===== config.mk =====
export PLATFORM = sky130hd
export DESIGN_NAME = i2c_master_byte_engine
export DESIGN_NICKNAME = d
export VERILOG_FILES = /design/src/hw/rtl/i2c_mbe_pkg.sv /design/src/hw/rtl/i2c_master_byte_engine.sv /design/src/hw/rtl/i2c_mbe_seq.sv /design/src/hw/rtl/i2c_mbe_obuf.sv
export SDC_FILE = /design/constraint.sdc
export NUM_CORES = 1
export LEC_CHECK = 0
export ABC_AREA = 1
export BUFFER_PORTS_ARGS = -buffer_cell sky130_fd_sc_hd__buf_4
export CAP_MARGIN = 20
export CORE_MARGIN = 1.5
export CORE_UTILIZATION = 65
export CTS_BUF_LIST = sky130_fd_sc_hd__clkbuf_8
export CTS_CLUSTER_SIZE = 28
export DETAILED_ROUTE_END_ITERATION = 8
export PLACE_DENSITY = 0.94
export SLEW_MARGIN = 25
export SYNTH_ARGS = -nofsm -noshare
export SYNTH_HDL_FRONTEND = slang
export SYNTH_SLANG_ARGS = --single-unit

===== constraint.sdc =====
create_clock -name clk -period 5.6 [get_ports clk]
set_input_delay 0.28 -clock clk [delete_from_list [all_inputs] [get_ports clk]]
set_output_delay 0.28 -clock clk [all_outputs]
set_load 0.05 [all_outputs]

===== src/hw/rtl/i2c_mbe_pkg.sv =====
// shared types and constants for the i2c master byte engine
// no dependencies; used by the top level, the sequencer and the output buffer
`default_nettype none

package i2c_mbe_pkg;

	localparam int BITS_PER_BYTE = 8;

	localparam logic [7:0] DELAY_RST   = 8'd2;
	localparam logic [7:0] TIMEOUT_RST = 8'd250;

	localparam logic [2:0] CMD_NONE     = 3'd0;
	localparam logic [2:0] CMD_START    = 3'd1;
	localparam logic [2:0] CMD_STOP     = 3'd2;
	localparam logic [2:0] CMD_WRITE    = 3'd3;
	localparam logic [2:0] CMD_READ     = 3'd4;
	localparam logic [2:0] CMD_WAIT_ACK = 3'd5;

	localparam logic CFG_DELAY   = 1'b0;
	localparam logic CFG_TIMEOUT = 1'b1;

	typedef enum logic [3:0] {
		PH_IDLE,
		PH_START_A,
		PH_START_B,
		PH_STOP_A,
		PH_STOP_B,
		PH_STOP_C,
		PH_WR_LO,
		PH_WR_HI,
		PH_RD_LO,
		PH_RD_HI,
		PH_ACK_LO,
		PH_ACK_HI,
		PH_WA_LO,
		PH_WA_HI,
		PH_WA_POLL
	} phase_t;

	typedef struct packed {
		logic [7:0] delay_ticks;
		logic [7:0] ack_timeout;
	} cfg_t;

	typedef struct packed {
		phase_t     phase;
		logic [7:0] tick_count;
		logic [3:0] bit_count;
		logic [7:0] shift_reg;
		logic [7:0] wait_count;
		logic       ack_choice;
		logic       scl;
		logic       sda;
		logic       drive;
		logic [7:0] rx_hold;
		logic       fail;
	} seq_t;

	typedef struct packed {
		logic       scl;
		logic       sda_level;
		logic       sda_drive;
		logic       busy;
		logic       done;
		logic [7:0] rx_byte;
		logic       ack_failed;
	} res_t;

endpackage

`default_nettype wire


===== src/hw/rtl/i2c_master_byte_engine.sv =====
// a result is registered and offered in the cycle after its tick transfer when the output is free
// throughput: one tick transfer per cycle while tick_stall is low; two results may wait before tick_stall rises
// tick_stall is the registered skid-full flag, so it never depends on res_stall directly
// reset: sequencer idle with scl and sda high and sda driven, delay_ticks 2, ack_timeout 250
// top level of the i2c master byte engine; depends on i2c_mbe_pkg, i2c_mbe_seq, i2c_mbe_obuf
`default_nettype none

module i2c_master_byte_engine (
	input  wire logic       clk,
	input  wire logic       arst_n,
	input  wire logic       tick_valid,
	output logic            tick_stall,
	input  wire logic [2:0] cmd,
	input  wire logic [7:0] tx_byte,
	input  wire logic       send_ack,
	input  wire logic       sda_in,
	output logic            res_valid,
	input  wire logic       res_stall,
	output logic            scl,
	output logic            sda_level,
	output logic            sda_drive,
	output logic            busy_res,
	output logic            done_res,
	output logic [7:0]      rx_byte,
	output logic            ack_failed,
	input  wire logic       cfg_valid,
	output logic            cfg_ready,
	input  wire logic       cfg_index,
	input  wire logic [7:0] cfg_data
);

	i2c_mbe_pkg::cfg_t cfg_q;
	i2c_mbe_pkg::res_t seq_res;
	i2c_mbe_pkg::res_t out_res;
	logic              step;
	logic              obuf_full;

	assign cfg_ready  = 1'b1;
	assign tick_stall = obuf_full;
	assign step       = tick_valid && !tick_stall;

	always_ff @(posedge clk or negedge arst_n) begin
		if (!arst_n) begin
			cfg_q.delay_ticks <= i2c_mbe_pkg::DELAY_RST;
			cfg_q.ack_timeout <= i2c_mbe_pkg::TIMEOUT_RST;
		end else if (cfg_valid && cfg_ready) begin
			case (cfg_index)
				i2c_mbe_pkg::CFG_DELAY:   cfg_q.delay_ticks <= cfg_data;
				i2c_mbe_pkg::CFG_TIMEOUT: cfg_q.ack_timeout <= cfg_data;
				default: begin
				end
			endcase
		end
	end

	i2c_mbe_seq u_seq (
		.clk      (clk),
		.arst_n   (arst_n),
		.step     (step),
		.cmd      (cmd),
		.tx_byte  (tx_byte),
		.send_ack (send_ack),
		.sda_in   (sda_in),
		.cfg      (cfg_q),
		.res      (seq_res)
	);

	i2c_mbe_obuf u_obuf (
		.clk       (clk),
		.arst_n    (arst_n),
		.push      (step),
		.push_res  (seq_res),
		.full      (obuf_full),
		.res_valid (res_valid),
		.res_stall (res_stall),
		.res       (out_res)
	);

	assign scl        = out_res.scl;
	assign sda_level  = out_res.sda_level;
	assign sda_drive  = out_res.sda_drive;
	assign busy_res   = out_res.busy;
	assign done_res   = out_res.done;
	assign rx_byte    = out_res.rx_byte;
	assign ack_failed = out_res.ack_failed;

endmodule

`default_nettype wire


===== src/hw/rtl/i2c_mbe_seq.sv =====
// bus sequencer: one tick per step, state register plus next-state logic
// depends on i2c_mbe_pkg
`default_nettype none

module i2c_mbe_seq (
	input  wire logic              clk,
	input  wire logic              arst_n,
	input  wire logic              step,
	input  wire logic [2:0]        cmd,
	input  wire logic [7:0]        tx_byte,
	input  wire logic              send_ack,
	input  wire logic              sda_in,
	input  wire i2c_mbe_pkg::cfg_t cfg,
	output i2c_mbe_pkg::res_t      res
);

	i2c_mbe_pkg::seq_t seq_q;
	i2c_mbe_pkg::seq_t seq_d;

	function automatic i2c_mbe_pkg::seq_t enter_ph(i2c_mbe_pkg::seq_t s,
			i2c_mbe_pkg::phase_t p, logic c, logic d, logic e);
		i2c_mbe_pkg::seq_t r;
		r            = s;
		r.phase      = p;
		r.scl        = c;
		r.sda        = d;
		r.drive      = e;
		r.tick_count = 8'd0;
		return r;
	endfunction

	always_comb begin
		i2c_mbe_pkg::seq_t s;
		logic              done;
		logic [8:0]        tick_inc;

		s        = seq_q;
		done     = 1'b0;
		tick_inc = 9'd0;

		// command dispatch when idle
		if (seq_q.phase == i2c_mbe_pkg::PH_IDLE) begin
			case (cmd)
				i2c_mbe_pkg::CMD_START: begin
					s = enter_ph(s, i2c_mbe_pkg::PH_START_A, 1'b1, 1'b1, 1'b1);
				end
				i2c_mbe_pkg::CMD_STOP: begin
					s = enter_ph(s, i2c_mbe_pkg::PH_STOP_A, 1'b0, 1'b0, 1'b1);
				end
				i2c_mbe_pkg::CMD_WRITE: begin
					s.bit_count = 4'd0;
					s = enter_ph(s, i2c_mbe_pkg::PH_WR_LO, 1'b0, tx_byte[7], 1'b1);
					s.shift_reg = {tx_byte[6:0], 1'b0};
				end
				i2c_mbe_pkg::CMD_READ: begin
					s.bit_count  = 4'd0;
					s.shift_reg  = 8'd0;
					s.ack_choice = send_ack;
					s = enter_ph(s, i2c_mbe_pkg::PH_RD_LO, 1'b0, 1'b1, 1'b0);
				end
				i2c_mbe_pkg::CMD_WAIT_ACK: begin
					s.fail = 1'b0;
					s = enter_ph(s, i2c_mbe_pkg::PH_WA_LO, s.scl, 1'b1, 1'b0);
				end
				default: begin
				end
			endcase
		end

		res.scl       = s.scl;
		res.sda_level = s.sda;
		res.sda_drive = s.drive;
		res.busy      = (s.phase != i2c_mbe_pkg::PH_IDLE);

		if (s.phase == i2c_mbe_pkg::PH_WA_POLL) begin
			if (!sda_in) begin
				s.scl        = 1'b0;
				s.phase      = i2c_mbe_pkg::PH_IDLE;
				s.tick_count = 8'd0;
				done         = 1'b1;
			end else if (s.wait_count >= cfg.ack_timeout) begin
				s.fail = 1'b1;
				s = enter_ph(s, i2c_mbe_pkg::PH_STOP_A, 1'b0, 1'b0, 1'b1);
			end else begin
				s.wait_count = s.wait_count + 8'd1;
			end
		end else if (s.phase != i2c_mbe_pkg::PH_IDLE) begin
			// sample on the first high tick of a read bit
			if (s.phase == i2c_mbe_pkg::PH_RD_HI && s.tick_count == 8'd0) begin
				s.shift_reg = {s.shift_reg[6:0], sda_in};
			end
			tick_inc = {1'b0, s.tick_count} + 9'd1;
			if (tick_inc >= {1'b0, cfg.delay_ticks}) begin
				case (s.phase)
					i2c_mbe_pkg::PH_START_A: begin
						s = enter_ph(s, i2c_mbe_pkg::PH_START_B, 1'b1, 1'b0, 1'b1);
					end
					i2c_mbe_pkg::PH_START_B: begin
						s.scl        = 1'b0;
						s.phase      = i2c_mbe_pkg::PH_IDLE;
						s.tick_count = 8'd0;
						done         = 1'b1;
					end
					i2c_mbe_pkg::PH_STOP_A: begin
						s = enter_ph(s, i2c_mbe_pkg::PH_STOP_B, 1'b1, 1'b0, 1'b1);
					end
					i2c_mbe_pkg::PH_STOP_B: begin
						s = enter_ph(s, i2c_mbe_pkg::PH_STOP_C, 1'b1, 1'b1, 1'b1);
					end
					i2c_mbe_pkg::PH_WR_LO: begin
						s = enter_ph(s, i2c_mbe_pkg::PH_WR_HI, 1'b1, s.sda, 1'b1);
					end
					i2c_mbe_pkg::PH_WR_HI: begin
						s.bit_count = s.bit_count + 4'd1;
						if (s.bit_count >= 4'(i2c_mbe_pkg::BITS_PER_BYTE)) begin
							s.scl        = 1'b0;
							s.phase      = i2c_mbe_pkg::PH_IDLE;
							s.tick_count = 8'd0;
							done         = 1'b1;
						end else begin
							s = enter_ph(s, i2c_mbe_pkg::PH_WR_LO, 1'b0, s.shift_reg[7], 1'b1);
							s.shift_reg = {s.shift_reg[6:0], 1'b0};
						end
					end
					i2c_mbe_pkg::PH_RD_LO: begin
						s = enter_ph(s, i2c_mbe_pkg::PH_RD_HI, 1'b1, 1'b1, 1'b0);
					end
					i2c_mbe_pkg::PH_RD_HI: begin
						s.bit_count = s.bit_count + 4'd1;
						if (s.bit_count >= 4'(i2c_mbe_pkg::BITS_PER_BYTE)) begin
							s = enter_ph(s, i2c_mbe_pkg::PH_ACK_LO, 1'b0, !s.ack_choice, 1'b1);
						end else begin
							s = enter_ph(s, i2c_mbe_pkg::PH_RD_LO, 1'b0, 1'b1, 1'b0);
						end
					end
					i2c_mbe_pkg::PH_ACK_LO: begin
						s = enter_ph(s, i2c_mbe_pkg::PH_ACK_HI, 1'b1, s.sda, 1'b1);
					end
					i2c_mbe_pkg::PH_ACK_HI: begin
						s.scl        = 1'b0;
						s.rx_hold    = s.shift_reg;
						s.phase      = i2c_mbe_pkg::PH_IDLE;
						s.tick_count = 8'd0;
						done         = 1'b1;
					end
					i2c_mbe_pkg::PH_WA_LO: begin
						s = enter_ph(s, i2c_mbe_pkg::PH_WA_HI, 1'b1, 1'b1, 1'b0);
					end
					i2c_mbe_pkg::PH_WA_HI: begin
						s = enter_ph(s, i2c_mbe_pkg::PH_WA_POLL, 1'b1, 1'b1, 1'b0);
						s.wait_count = 8'd0;
					end
					default: begin
						s.phase      = i2c_mbe_pkg::PH_IDLE;
						s.tick_count = 8'd0;
						done         = 1'b1;
					end
				endcase
			end else begin
				s.tick_count = s.tick_count + 8'd1;
			end
		end

		res.done       = done;
		res.rx_byte    = s.rx_hold;
		res.ack_failed = s.fail;
		seq_d          = s;
	end

	always_ff @(posedge clk or negedge arst_n) begin
		if (!arst_n) begin
			seq_q.phase      <= i2c_mbe_pkg::PH_IDLE;
			seq_q.tick_count <= 8'd0;
			seq_q.bit_count  <= 4'd0;
			seq_q.shift_reg  <= 8'd0;
			seq_q.wait_count <= 8'd0;
			seq_q.ack_choice <= 1'b0;
			seq_q.scl        <= 1'b1;
			seq_q.sda        <= 1'b1;
			seq_q.drive      <= 1'b1;
			seq_q.rx_hold    <= 8'd0;
			seq_q.fail       <= 1'b0;
		end else if (step) begin
			seq_q <= seq_d;
		end
	end

endmodule

`default_nettype wire


===== src/hw/rtl/i2c_mbe_obuf.sv =====
// result output register with one skid entry
// depends on i2c_mbe_pkg
`default_nettype none

module i2c_mbe_obuf (
	input  wire logic              clk,
	input  wire logic              arst_n,
	input  wire logic              push,
	input  wire i2c_mbe_pkg::res_t push_res,
	output logic                   full,
	output logic                   res_valid,
	input  wire logic              res_stall,
	output i2c_mbe_pkg::res_t      res
);

	logic              out_vld_q;
	logic              skid_vld_q;
	i2c_mbe_pkg::res_t out_q;
	i2c_mbe_pkg::res_t skid_q;
	logic              out_free;

	assign out_free  = !out_vld_q || !res_stall;
	assign full      = skid_vld_q;
	assign res_valid = out_vld_q;
	assign res       = out_q;

	always_ff @(posedge clk or negedge arst_n) begin
		if (!arst_n) begin
			out_vld_q  <= 1'b0;
			skid_vld_q <= 1'b0;
		end else if (out_free) begin
			if (skid_vld_q) begin
				out_vld_q  <= 1'b1;
				skid_vld_q <= 1'b0;
			end else begin
				out_vld_q <= push;
			end
		end else if (push) begin
			skid_vld_q <= 1'b1;
		end
	end

	// payload, no reset
	always_ff @(posedge clk) begin
		if (out_free) begin
			out_q <= skid_vld_q ? skid_q : push_res;
		end else if (push) begin
			skid_q <= push_res;
		end
	end

endmodule

`default_nettype wire


Word level (Yosys, flattened, before mapping)
Cells that the tools add are included.
Widths: inputs -> output; s select.
{"block": "word_totals", "input_bits": 27, "reg_bits": 91, "output_inout_bits": 17, "ramBits": 0, "mem_count": 0, "word_cells": 111, "rom_bits": 0, "latchBits": 0}
{"block": "classes", "add_sub_neg": 4, "div_mod_pow": 0, "eq_ne": 18, "n_mux": 35, "reduce_logical": 20, "bitwise": 2, "n_shift": 0, "n_mul": 0, "n_lt_le_gt_ge": 3}
{"operator": "$pmux 45 s5", "n": 1}
{"operator": "$mux 45", "n": 3}
{"operator": "$pmux 12 s10", "n": 1}
{"operator": "$pmux 21 s3", "n": 1}
{"operator": "$mux 43", "n": 1}
{"operator": "$mux 11", "n": 3}
{"operator": "$mux 33", "n": 1}
{"operator": "$eq 4x4->1 const B", "n": 7}
{"operator": "$mux 12", "n": 2}
{"operator": "$mux 24", "n": 1}
{"operator": "$mux 8", "n": 3}
{"operator": "$pmux 8 s3", "n": 1}
{"operator": "$mux 21", "n": 1}
{"operator": "$mux 17", "n": 1}
{"operator": "$add 8x1->8 const B", "n": 2}
{"operator": "$mux 14", "n": 1}
{"operator": "$eq 4x3->1 const B", "n": 3}
{"operator": "$pmux 2 s6", "n": 1}
{"operator": "$add 8x1->9 const B", "n": 1}
{"operator": "$ge 9x8->1", "n": 1}
{"operator": "$mux 1", "n": 9}
{"operator": "$reduce_or 9->1", "n": 1}
{"operator": "$eq 4x2->1 const B", "n": 2}
{"operator": "$ge 8x8->1", "n": 1}
{"operator": "21 further kinds", "n": 33}

Logic depth before layout (Yosys ltp)
Gate-level depths: netlist of run 1.
{"block": "depth", "word_depth": 12, "depth_mapped": 27, "ltp_nobuf": 26}

Cells and area by module
A second synthesis of run 1 with hierarchy kept.
{"block": "unflattened", "hier_cells": 761, "hier_area_um2": 5790.6}
{"mod": "i2c_mbe_seq", "cells_each": 605, "instances": 1, "seq_area_each_um2": 1129.8, "area_each_um2": 3975.1}
{"mod": "i2c_mbe_obuf", "cells_each": 82, "instances": 1, "seq_area_each_um2": 890.9, "area_each_um2": 1137.3}
{"mod": "i2c_master_byte_engine", "cells_each": 74, "instances": 1, "seq_area_each_um2": 409.1, "area_each_um2": 678.2}

Worst setup path after synthesis of run 1
OpenSTA, ideal clock, no wires.
{"block": "synth_timing", "path_type": "input -> register", "startpoint": "input cmd[1]", "endpoint": "register u_obuf.out_q (netlist bit u_obuf.res[2]) (data pin)", "setup_slack_ns": 1.870, "required_ns": 5.318, "setup_time_ns": 0.282, "arrival_ns": 3.449, "path_stages": 23, "cell_sequence": "inv_2 ha_1 a21oi_4 clkbuf_1 nor2_1 ha_1 nand3_1 xor2_1 inv_1 ha_1 nand2_1 inv_1 nand2_1 nand2_1 o21bai_1 nand2_1 nand2_1 nand2_1 nor2_4 nor2_4 buf_4 o21ai_1 o21ai_0"}
{"block": "synth_via", "elab_chain_cells": 11, "elab_cells_between_ends": 22, "cone_classes": "add/sub: 1; order compare: 1; eq/ne: 9; mux: 8; reduce/logical: 3"}
{"item": "start, declared", "line_no": "i2c_master_byte_engine.sv:13", "text": "input wire logic [2:0] cmd,"}
{"item": "$eq 3x3->1, or another cell as far along", "line_no": "i2c_mbe_seq.sv:43", "text": "case (cmd)"}
{"item": "$pmux 45 s5 *", "line_no": "i2c_mbe_seq.sv:43"}
{"item": "$mux 45 *", "line_no": "i2c_mbe_seq.sv:42", "text": "if (seq_q.phase == i2c_mbe_pkg::PH_IDLE) begin"}
{"item": "branches (longest 6 deep; another with $add 8x1->9)"}
{"item": "$mux 45 *", "line_no": "i2c_mbe_seq.sv:75", "text": "if (s.phase == i2c_mbe_pkg::PH_WA_POLL) begin"}
{"item": "$mux 14 *", "line_no": "i2c_mbe_obuf.sv:46", "text": "out_q <= skid_vld_q ? skid_q : push_res;"}
{"item": "end signal, assigned", "line_no": "i2c_mbe_obuf.sv:46"}
{"item": "end, declared", "line_no": "i2c_mbe_obuf.sv:18", "text": "i2c_mbe_pkg::res_t out_q;"}
Every way passes the cells marked *.
A chain may end at the register's enable or synchronous reset.

Final worst setup path of run 1
{"block": "layout_timing", "startpoint": "register u_seq.seq_q[44] in the netlist's numbering", "endpoint": "register u_obuf.out_q (netlist bit u_obuf.res[2]) (data pin)"}
{"block": "layout_via", "elab_chain_cells": 10, "elab_cells_between_ends": 22, "cone_classes": "add/sub: 1; order compare: 1; eq/ne: 4; mux: 12; reduce/logical: 4"}
{"item": "start, declared", "line_no": "i2c_mbe_seq.sv:17", "text": "i2c_mbe_pkg::seq_t seq_q;"}
{"item": "start signal, assigned", "line_no": "i2c_mbe_seq.sv:184", "text": "seq_q <= seq_d;"}
{"item": "$pmux 45 s5 or $logic_not 4->1 (tied branches)", "line_no": "i2c_mbe_seq.sv:43, i2c_mbe_seq.sv:42"}
{"item": "$mux 45 *", "line_no": "i2c_mbe_seq.sv:42"}
{"item": "branches (longest 6 deep; another with $add 8x1->9)"}
{"item": "$mux 45 *", "line_no": "i2c_mbe_seq.sv:75"}
{"item": "$mux 14 *", "line_no": "i2c_mbe_obuf.sv:46"}
Marked as above.

==> results of run 1 <==
[logic make-up after synthesis]
group,after synthesis
other,1
AND/OR/NAND/NOR,345
buffers and inverters,123
flip-flops,91
AO/OA/AOI/OAI,150
XOR/XNOR,10
adder cells (fa/ha/maj),22
[cell usage in the layout, fill, tap and decap left out, types with 2 or more instances in the layout]
cell,synthesis,routed
a21oi_1,24,24
a22oi_1,2,2
a31oi_1,5,5
buf_4,2,43
clkbuf_8,0,9
clkinv_4,0,2
dfrtp_1,53,53
dfstp_2,10,10
edfxtp_1,28,28
ha_1,22,22
inv_1,97,97
inv_2,7,7
inv_8,0,4
nand2_1,209,209
nand2_2,9,9
nand2_4,7,7
nand3_1,33,33
nand3_2,4,4
nand4_1,7,7
nor2_1,41,40
nor2_2,8,9
nor2_4,7,7
nor2_8,2,2
nor3_1,7,7
o211ai_1,5,5
o21ai_0,54,54
o21ai_1,43,43
o22ai_1,9,9
or2_2,6,6
xnor2_1,3,3
xor2_1,7,7
[per-stage QoR]
step,power [W],hold slack [ns],instance area [um^2]
after floorplan,0.002103,-0.01559,5743
after global placement,0.002399,0.4135,6107
after detailed placement,0.002479,0.4269,6110
after CTS,0.002933,0.02299,6312
after global routing,0.003168,0.05174,6312
final,0.002948,-0.01854,6312
[sequential cells by signal (all words and copies together) (netlist names)]
| name | flops |
|---|---|
| u_obuf.res | 14 |
| u_seq.seq_q | 45 |
| u_obuf.skid_q | 14 |
| u_obuf.full | 1 |
| u_obuf.res_valid | 1 |
| cfg_q | 16 |
[path summary, 6_finish.rpt]
check	start	to
worst min-delay path	arst_n	u_seq.seq_q[25]
worst max-delay path	u_seq.seq_q[44]	u_obuf.res[2]
max in group asynchronous	arst_n	cfg_q[12]
worst max register to register	u_seq.seq_q[44]	u_obuf.res[2]
worst min register to register	cfg_q[13]	cfg_q[13]
min in group clk	tick_valid	u_obuf.res_valid
[final cells by class]
type	count	area, um^2
multi-input combinational	528	2821
sequential	91	2430
fill	659	2323
inverter	106	400.4
timing repair buffer	43	322.8
tap	108	135.1
clock buffer	9	123.9
clock inverter	7	78.83
[layer usage]
metal  wire (um)  global-route usage, %  share of wire, %
met1        5235                  36.83                38
met2        6973                  51.69                51
met3         958                  4.408               7.0
met4         476                  13.38               3.5
met5           0                      0                 0
[power breakdown]
part	switching (W)	internal (W)
logic	0.00102	0.000463
clock network	0.000275	0.000179
registers	0.000109	0.000900
total	0.00141	0.00154
==> results.md, run 1 <==
* Worst path most repeated cell: nand2_1
* Final WL at 13,640 um
* DRC at 0
* CP Max Fanout at 18
* Post-synth ARST share at 69.23%
* Hold Crit Class: primary input to async pin
* Reg clk slew, reported paths at 0.11 ns
* Vias at 5,151
* Synthesized area at 5743 um^2
* Syn Area/Cell at 7.740 um^2
* Final setup TNS at 0 ns
* Inserted Clock Buffers at 9
* Fmax at 0.2492 GHz
* # setup viols final at 0
* Post-Synth XOR/XNOR Area at 1.525%
* Post-synth EDFFs at 28
* Routability cong. at 0.9656
* Register bit total from synthesis at 91
* Slew Limit Fails at 0
* Io pins at 44
* Peak VDD IR at 0.2798 mV
* N_diodes at 0
* Hold Slack at -0.01854 ns
* NumNets Final at 828
* Share of post-route cells with drive strength above 1 at 16.20%
* Global-route wire length before repair at 22,850 um
* Buf+Inv Stages, Crit Path at 2
* CP Class: register to register
* Worst Slack Setup Final at 1.586 ns
* Main combinational cell family by area after synthesis: simple AND/OR/NAND/NOR gates
* CTS tree: yes
* Root Driver: clkbuf_8
* Failing checks: hold timing
* CP Depth at 21
* Rel. slew slack at 31.12%
* Cell Count Post-Placement at 876
* Area Growth Syn to Fin at 9.913%
* Max-Cap Viols at 0
* Register-to-register setup slack at 1.59 ns
* Vias per cell at 5.775
* Post-synthesis compound-gate area fraction at 14.40%
* I/O Buffers at 42
* Synth area leader: dfrtp_1
* Drt wl/cell at 15.30 um
* Initial Utilization at 66.50%
* Post-synth top area share at 23.09%
* Post-CTS Setup Inserts at 0
* Final ANT Viol Nets at 0
* Initial antenna violation count at 0
* CP top delay family: simple AND/OR/NAND/NOR gates
* Worst EP arrival at 4.11 ns
* Width of the die at 97.00 um
* Remaining Overflow, GRT at 0
* Reg2reg path depth at 21
* Resized cells post-CTS at 0
* Synth cell count leaders: nand2_1, inv_1, o21ai_0, dfrtp_1, o21ai_1
* Drt first pass iters at 6
* Cell leakage power at 3.130 nW
* Post-Place Worst Slack at 1.330 ns
* Seq/Total Area, Yosys at 42.31%
* Core area at 8636 um^2
* PD cells at 467.0 nW/um^2
* Worst-Margin Slew at 1.025 ns
* Post-synthesis mux area share at 0%
* Endpoint class of the critical path: register
* Setup Skew at 0.01869 ns
* Clock sinks at 91
* GRT Total Usage at 29.81%
* Syn_nets at 791
* Startpoint Class: register
* Fin util at 73.09%
* CP Cell Sequence: nor2_2 -> nand2_1 -> a21oi_4 -> nor2_1 -> ha_1 -> nand3_1 -> xor2_1 -> inv_1 -> ha_1 -> nand2_1 -> inv_1 -> nand2_1 -> nand2_1 -> o21bai_1 -> nand2_1 -> nand2_1 -> nand2_1 -> nor2_4 -> nor2_4 -> o21ai_1 -> o21ai_0
* Cts hold-fix bufs at 0
* Clk_lat worst skew at 0.37 ns
* Final Non-Filler Cells at 892
* Most frequent cell after synthesis: nand2_1
* Synth warn at 0
* Critical Path RT at 5.69 ns
* Iteration-0 DRC Markers at 464
* Number of buffers on the longest clock path at 2
* CP peak stage delay at 0.43 ns
* Min Clock Period, post-route at 4.014 ns
* Post-DP HPWL at 10,160 um
* Die area at 9408 um^2
* Row count at 34
* Post-Synth Simple-Gate Area at 28.30%
* Final Hold Viols at 10
* Outcome: complete, but fails checks
* Final period util at 71.67%
* Post-synthesis adder-cell area fraction at 4.793%
* Die Ht at 97.00 um
* Dominant cells by area after synthesis: dfrtp_1, edfxtp_1, nand2_1
* Synth Instances at 742
* Ys flop type: dfrtp_1
* Post-synth cell types at 46
* Largest net degree at the start of global routing at 64
* Unrepaired setup endpoints after global routing: false
* Vias in the first global route at 5,020
* Crit path max-delay cell type: a21oi_4
* H-tree depth at 3
(Power assumes the default switching activity.)
==> run 2, diff against run 1 <==
--- a/config.mk
+++ b/config.mk
@@ -9,11 +9,11 @@
 export BUFFER_PORTS_ARGS = -buffer_cell sky130_fd_sc_hd__buf_4
 export CAP_MARGIN = 20
 export CORE_MARGIN = 1.5
-export CORE_UTILIZATION = 65
+export CORE_UTILIZATION = 63
 export CTS_BUF_LIST = sky130_fd_sc_hd__clkbuf_8
 export CTS_CLUSTER_SIZE = 28
 export DETAILED_ROUTE_END_ITERATION = 8
-export PLACE_DENSITY = 0.94
+export PLACE_DENSITY = 0.92
 export SLEW_MARGIN = 25
 export SYNTH_ARGS = -nofsm -noshare
 export SYNTH_HDL_FRONTEND = slang
==> constraint.sdc (replaced) <==
create_clock -name clk -period 4.1 [get_ports clk]
set_input_delay 0.205 -clock clk [delete_from_list [all_inputs] [get_ports clk]]
set_output_delay 0.205 -clock clk [all_outputs]
set_load 0.05 [all_outputs]
==> run 2 against run 1 <==
The flow now finishes without violations. Flip-flop and latch count is the same. Fmax is 9.6% higher. Largest cell class unchanged. Final cell count is 0.67% higher. Global-route usage is 0.65 points lower. Register-to-register slack worse by 1.1 ns. Cell area rose by 0.67%. Setup slack worse by 1.1 ns.
==> results.md, run 2 (same netlist as run 1, synthesis figures left out) <==
* Initial antenna violation count at 0 (unchanged)
* Die Ht at 98.48 um (was 97.00 um)
* Max-Cap Viols at 0 (unchanged)
* Row count at 34 (unchanged)
* Final Hold Viols at 0 (was 10)
* Clock sinks at 91 (unchanged)
* Met2 Routed Length at 6730 um (was 6973 um)
* CP Max Fanout at 16 (was 18)
* H-tree depth at 3 (unchanged)
* Final ANT Viol Nets at 0 (unchanged)
* Rel. slew slack at 34.99% (was 31.12%)
* Finished Cell Area at 6355 um^2 (was 6312 um^2)
* Largest net degree at the start of global routing at 64 (unchanged)
* Max reg flops at 45 (unchanged)
* Met1 WL at 5514 um (was 5235 um)
* Most common cell after layout, fill and taps aside: nand2_1 (unchanged)
* Vias in the first global route at 5,075 (was 5,020)
* PD cells at 635.8 nW/um^2 (was 467.0 nW/um^2)
* Hold Crit Class: primary input to register (was primary input to async pin)
* Setup Skew at 0.01317 ns (was 0.01869 ns)
* Width of the die at 98.48 um (was 97.00 um)
* Global-route wire length before repair at 22,780 um (was 22,850 um)
* DRC at 0 (unchanged)
* Worst r2r dst: u_obuf.res[7] (was u_obuf.res[2])
* Fmax at 0.2732 GHz (was 0.2492 GHz)
* Iteration-0 DRC Markers at 274 (was 464)
* Number of buffers on the longest clock path at 2 (unchanged)
* Most flop-heavy register: u_seq.seq_q (unchanged)
* Final setup TNS at 0 ns (unchanged)
* Post-DP HPWL at 10,220 um (was 10,160 um)
* Min Clock Period, post-route at 3.661 ns (was 4.014 ns)
* # setup viols final at 0 (unchanged)
* HP Start: tick_valid
* Reg-to-Reg Start: u_seq.seq_q[42] (was u_seq.seq_q[44])
* Drt wl/cell at 15.16 um (was 15.30 um)
* N_diodes at 0 (unchanged)
* Die area at 9697 um^2 (was 9408 um^2)
* Slew Limit Fails at 0 (unchanged)
* Share of post-route cells with drive strength above 1 at 16.58% (was 16.20%)
* I/O Buffers at 42 (unchanged)
* Reg clk slew, reported paths at 0.11 ns (about the same)
* Vias at 5,145 (was 5,151)
* Startpoint Class: register (unchanged)
* CP startpoint: u_seq.seq_q[42] (was u_seq.seq_q[44])
* Inserted Clock Buffers at 9 (unchanged)
* GRT Total Usage at 29.16% (was 29.81%)
* CTS tree: yes (unchanged)
* Fillers at 703 (was 659)
* Endpoint class of the critical path: register (unchanged)
* Initial Utilization at 65.53% (was 66.50%)
* Root Driver: clkbuf_8 (unchanged)
* Commonest non-fill, non-tap cells in the layout: nand2_1, inv_1, o21ai_0 (unchanged)
* Io pins at 44 (unchanged)
* Unrepaired setup endpoints after global routing: false (unchanged)
* NumNets Final at 834 (was 828)
* Top Metal Used: met4 (unchanged)
* Reg area at 2430 um^2 (unchanged)
* Peak VDD IR at 0.3756 mV (was 0.2798 mV)
* Hold Slack at 0.04642 ns (was -0.01854 ns)
* Fin util at 72.52% (was 73.09%)
* Reg2reg path depth at 24 (was 21)
* Cell leakage power at 3.157 nW (was 3.130 nW)
* CP Class: register to register (unchanged)
* Post-CTS Setup Inserts at 0 (unchanged)
* Resized cells post-CTS at 0 (unchanged)
* Hold path depth at 3
* Register-to-register setup slack at 0.44 ns (was 1.59 ns)
* Cts hold-fix bufs at 1 (was 0)
* WL met3 at 774 um (was 958 um)
* Final WL at 13,610 um (was 13,640 um)
* Routability cong. at 0.9148 (was 0.9656)
* CP endpoint: u_obuf.res[7] (was u_obuf.res[2])
* Placed cell areas at 6145 um^2 (was 6110 um^2)
* Critical Path RT at 4.20 ns (was 5.69 ns)
* Vias per cell at 5.729 (was 5.775)
* Core area at 8763 um^2 (was 8636 um^2)
* Worst-Margin Slew at 0.9676 ns (was 1.025 ns)
* Worst EP arrival at 3.76 ns (was 4.11 ns)
* Area Growth Syn to Fin at 10.65% (was 9.913%)
* Clk_lat worst skew at 0.37 ns (about the same)
* Multi-input logic area at 2819 um^2 (was 2821 um^2)
* Drt first pass iters at 7 (was 6)
* Outcome: completed (was complete, but fails checks)
* Remaining Overflow, GRT at 0 (unchanged)
* Final period util at 89.28% (was 71.67%)
* Top flop regs: u_seq.seq_q: 45 flops, cfg_q: 16 flops (unchanged)
-- run 2: cell count changes in the layout (fill, tap and decap cells not counted) --
| cell | previous run | this run |
|---|---|---|
| nor2_2 | 9 | 8 |
| inv_6 | 0 | 1 |
| buf_4 | 43 | 48 |
| dlygate4sd3_1 | 0 | 1 |
| inv_8 | 4 | 3 |
| nor2_1 | 40 | 41 |
-- run 2: area by class of cell --
type / instances / share of cell area (%)
multi-input combinational: 528 / 44.36
tap: 108 / 2.126
clock buffer: 9 / 1.949
inverter: 106 / 6.300
sequential: 91 / 38.24
clock inverter: 7 / 1.201
timing repair buffer: 49 / 5.828
-- run 2: worst min path at each step --
stage,slack [ns],to
floorplan,-0.09,cfg_q[0]
global placement,0.34,u_seq.seq_q[29]
detailed placement,0.35,u_seq.seq_q[24]
CTS,0.04,u_obuf.res_valid
global route,0.05,u_obuf.res_valid
finish,0.05,u_obuf.res_valid
-- run 2: stage by stage --
| step | worst slack, ns | power, W | std cells |
|---|---|---|---|
| after floorplan | 0.4447 | 0.002872 | 742 |
| after global placement | 0.4552 | 0.003314 | 881 |
| after detailed placement | 0.2723 | 0.003406 | 881 |
| after CTS | 0.4423 | 0.004025 | 898 |
| after global routing | 0.1325 | 0.004328 | 898 |
| final | 0.4394 | 0.004040 | 898 |
-- run 2: worst max-delay path: stages (launching register included) --
cell and delay, ns:
dfrtp_1 0.45, inv_2 0.11, nand2_1 0.10, nor2_4 0.18
o21ai_4 0.08, nand2_1 0.12, inv_1 0.10, ha_1 0.21
nand3_1 0.15, xor2_1 0.21, inv_1 0.06, ha_1 0.29
nand2_1 0.08, inv_1 0.09, nand2_1 0.06, nand2_1 0.06
o21bai_1 0.06, nand2_1 0.06, nand2_1 0.05, nand2_1 0.11
nor2_4 0.07, nor2_4 0.28, o211ai_1 0.13, o21ai_1 0.17
o21ai_1 0.09
-- run 2: per-layer routing --
layer	vias to the layer above	GRT usage (%)
met2	184	49.68
met5	-	0
met3	50	4.043
met4	0	14.95
met1	2407	36.35
li1	2504	-
-- run 2: power breakdown --
| part | leakage [nW] | internal [W] | switching [W] |
|---|---|---|---|
| Clock | 0.103 | 0.000243 | 0.000373 |
| Sequential | 1.06 | 0.00123 | 0.000144 |
| Combinational | 1.99 | 0.000650 | 0.00140 |
| Total | 3.16 | 0.00212 | 0.00192 |
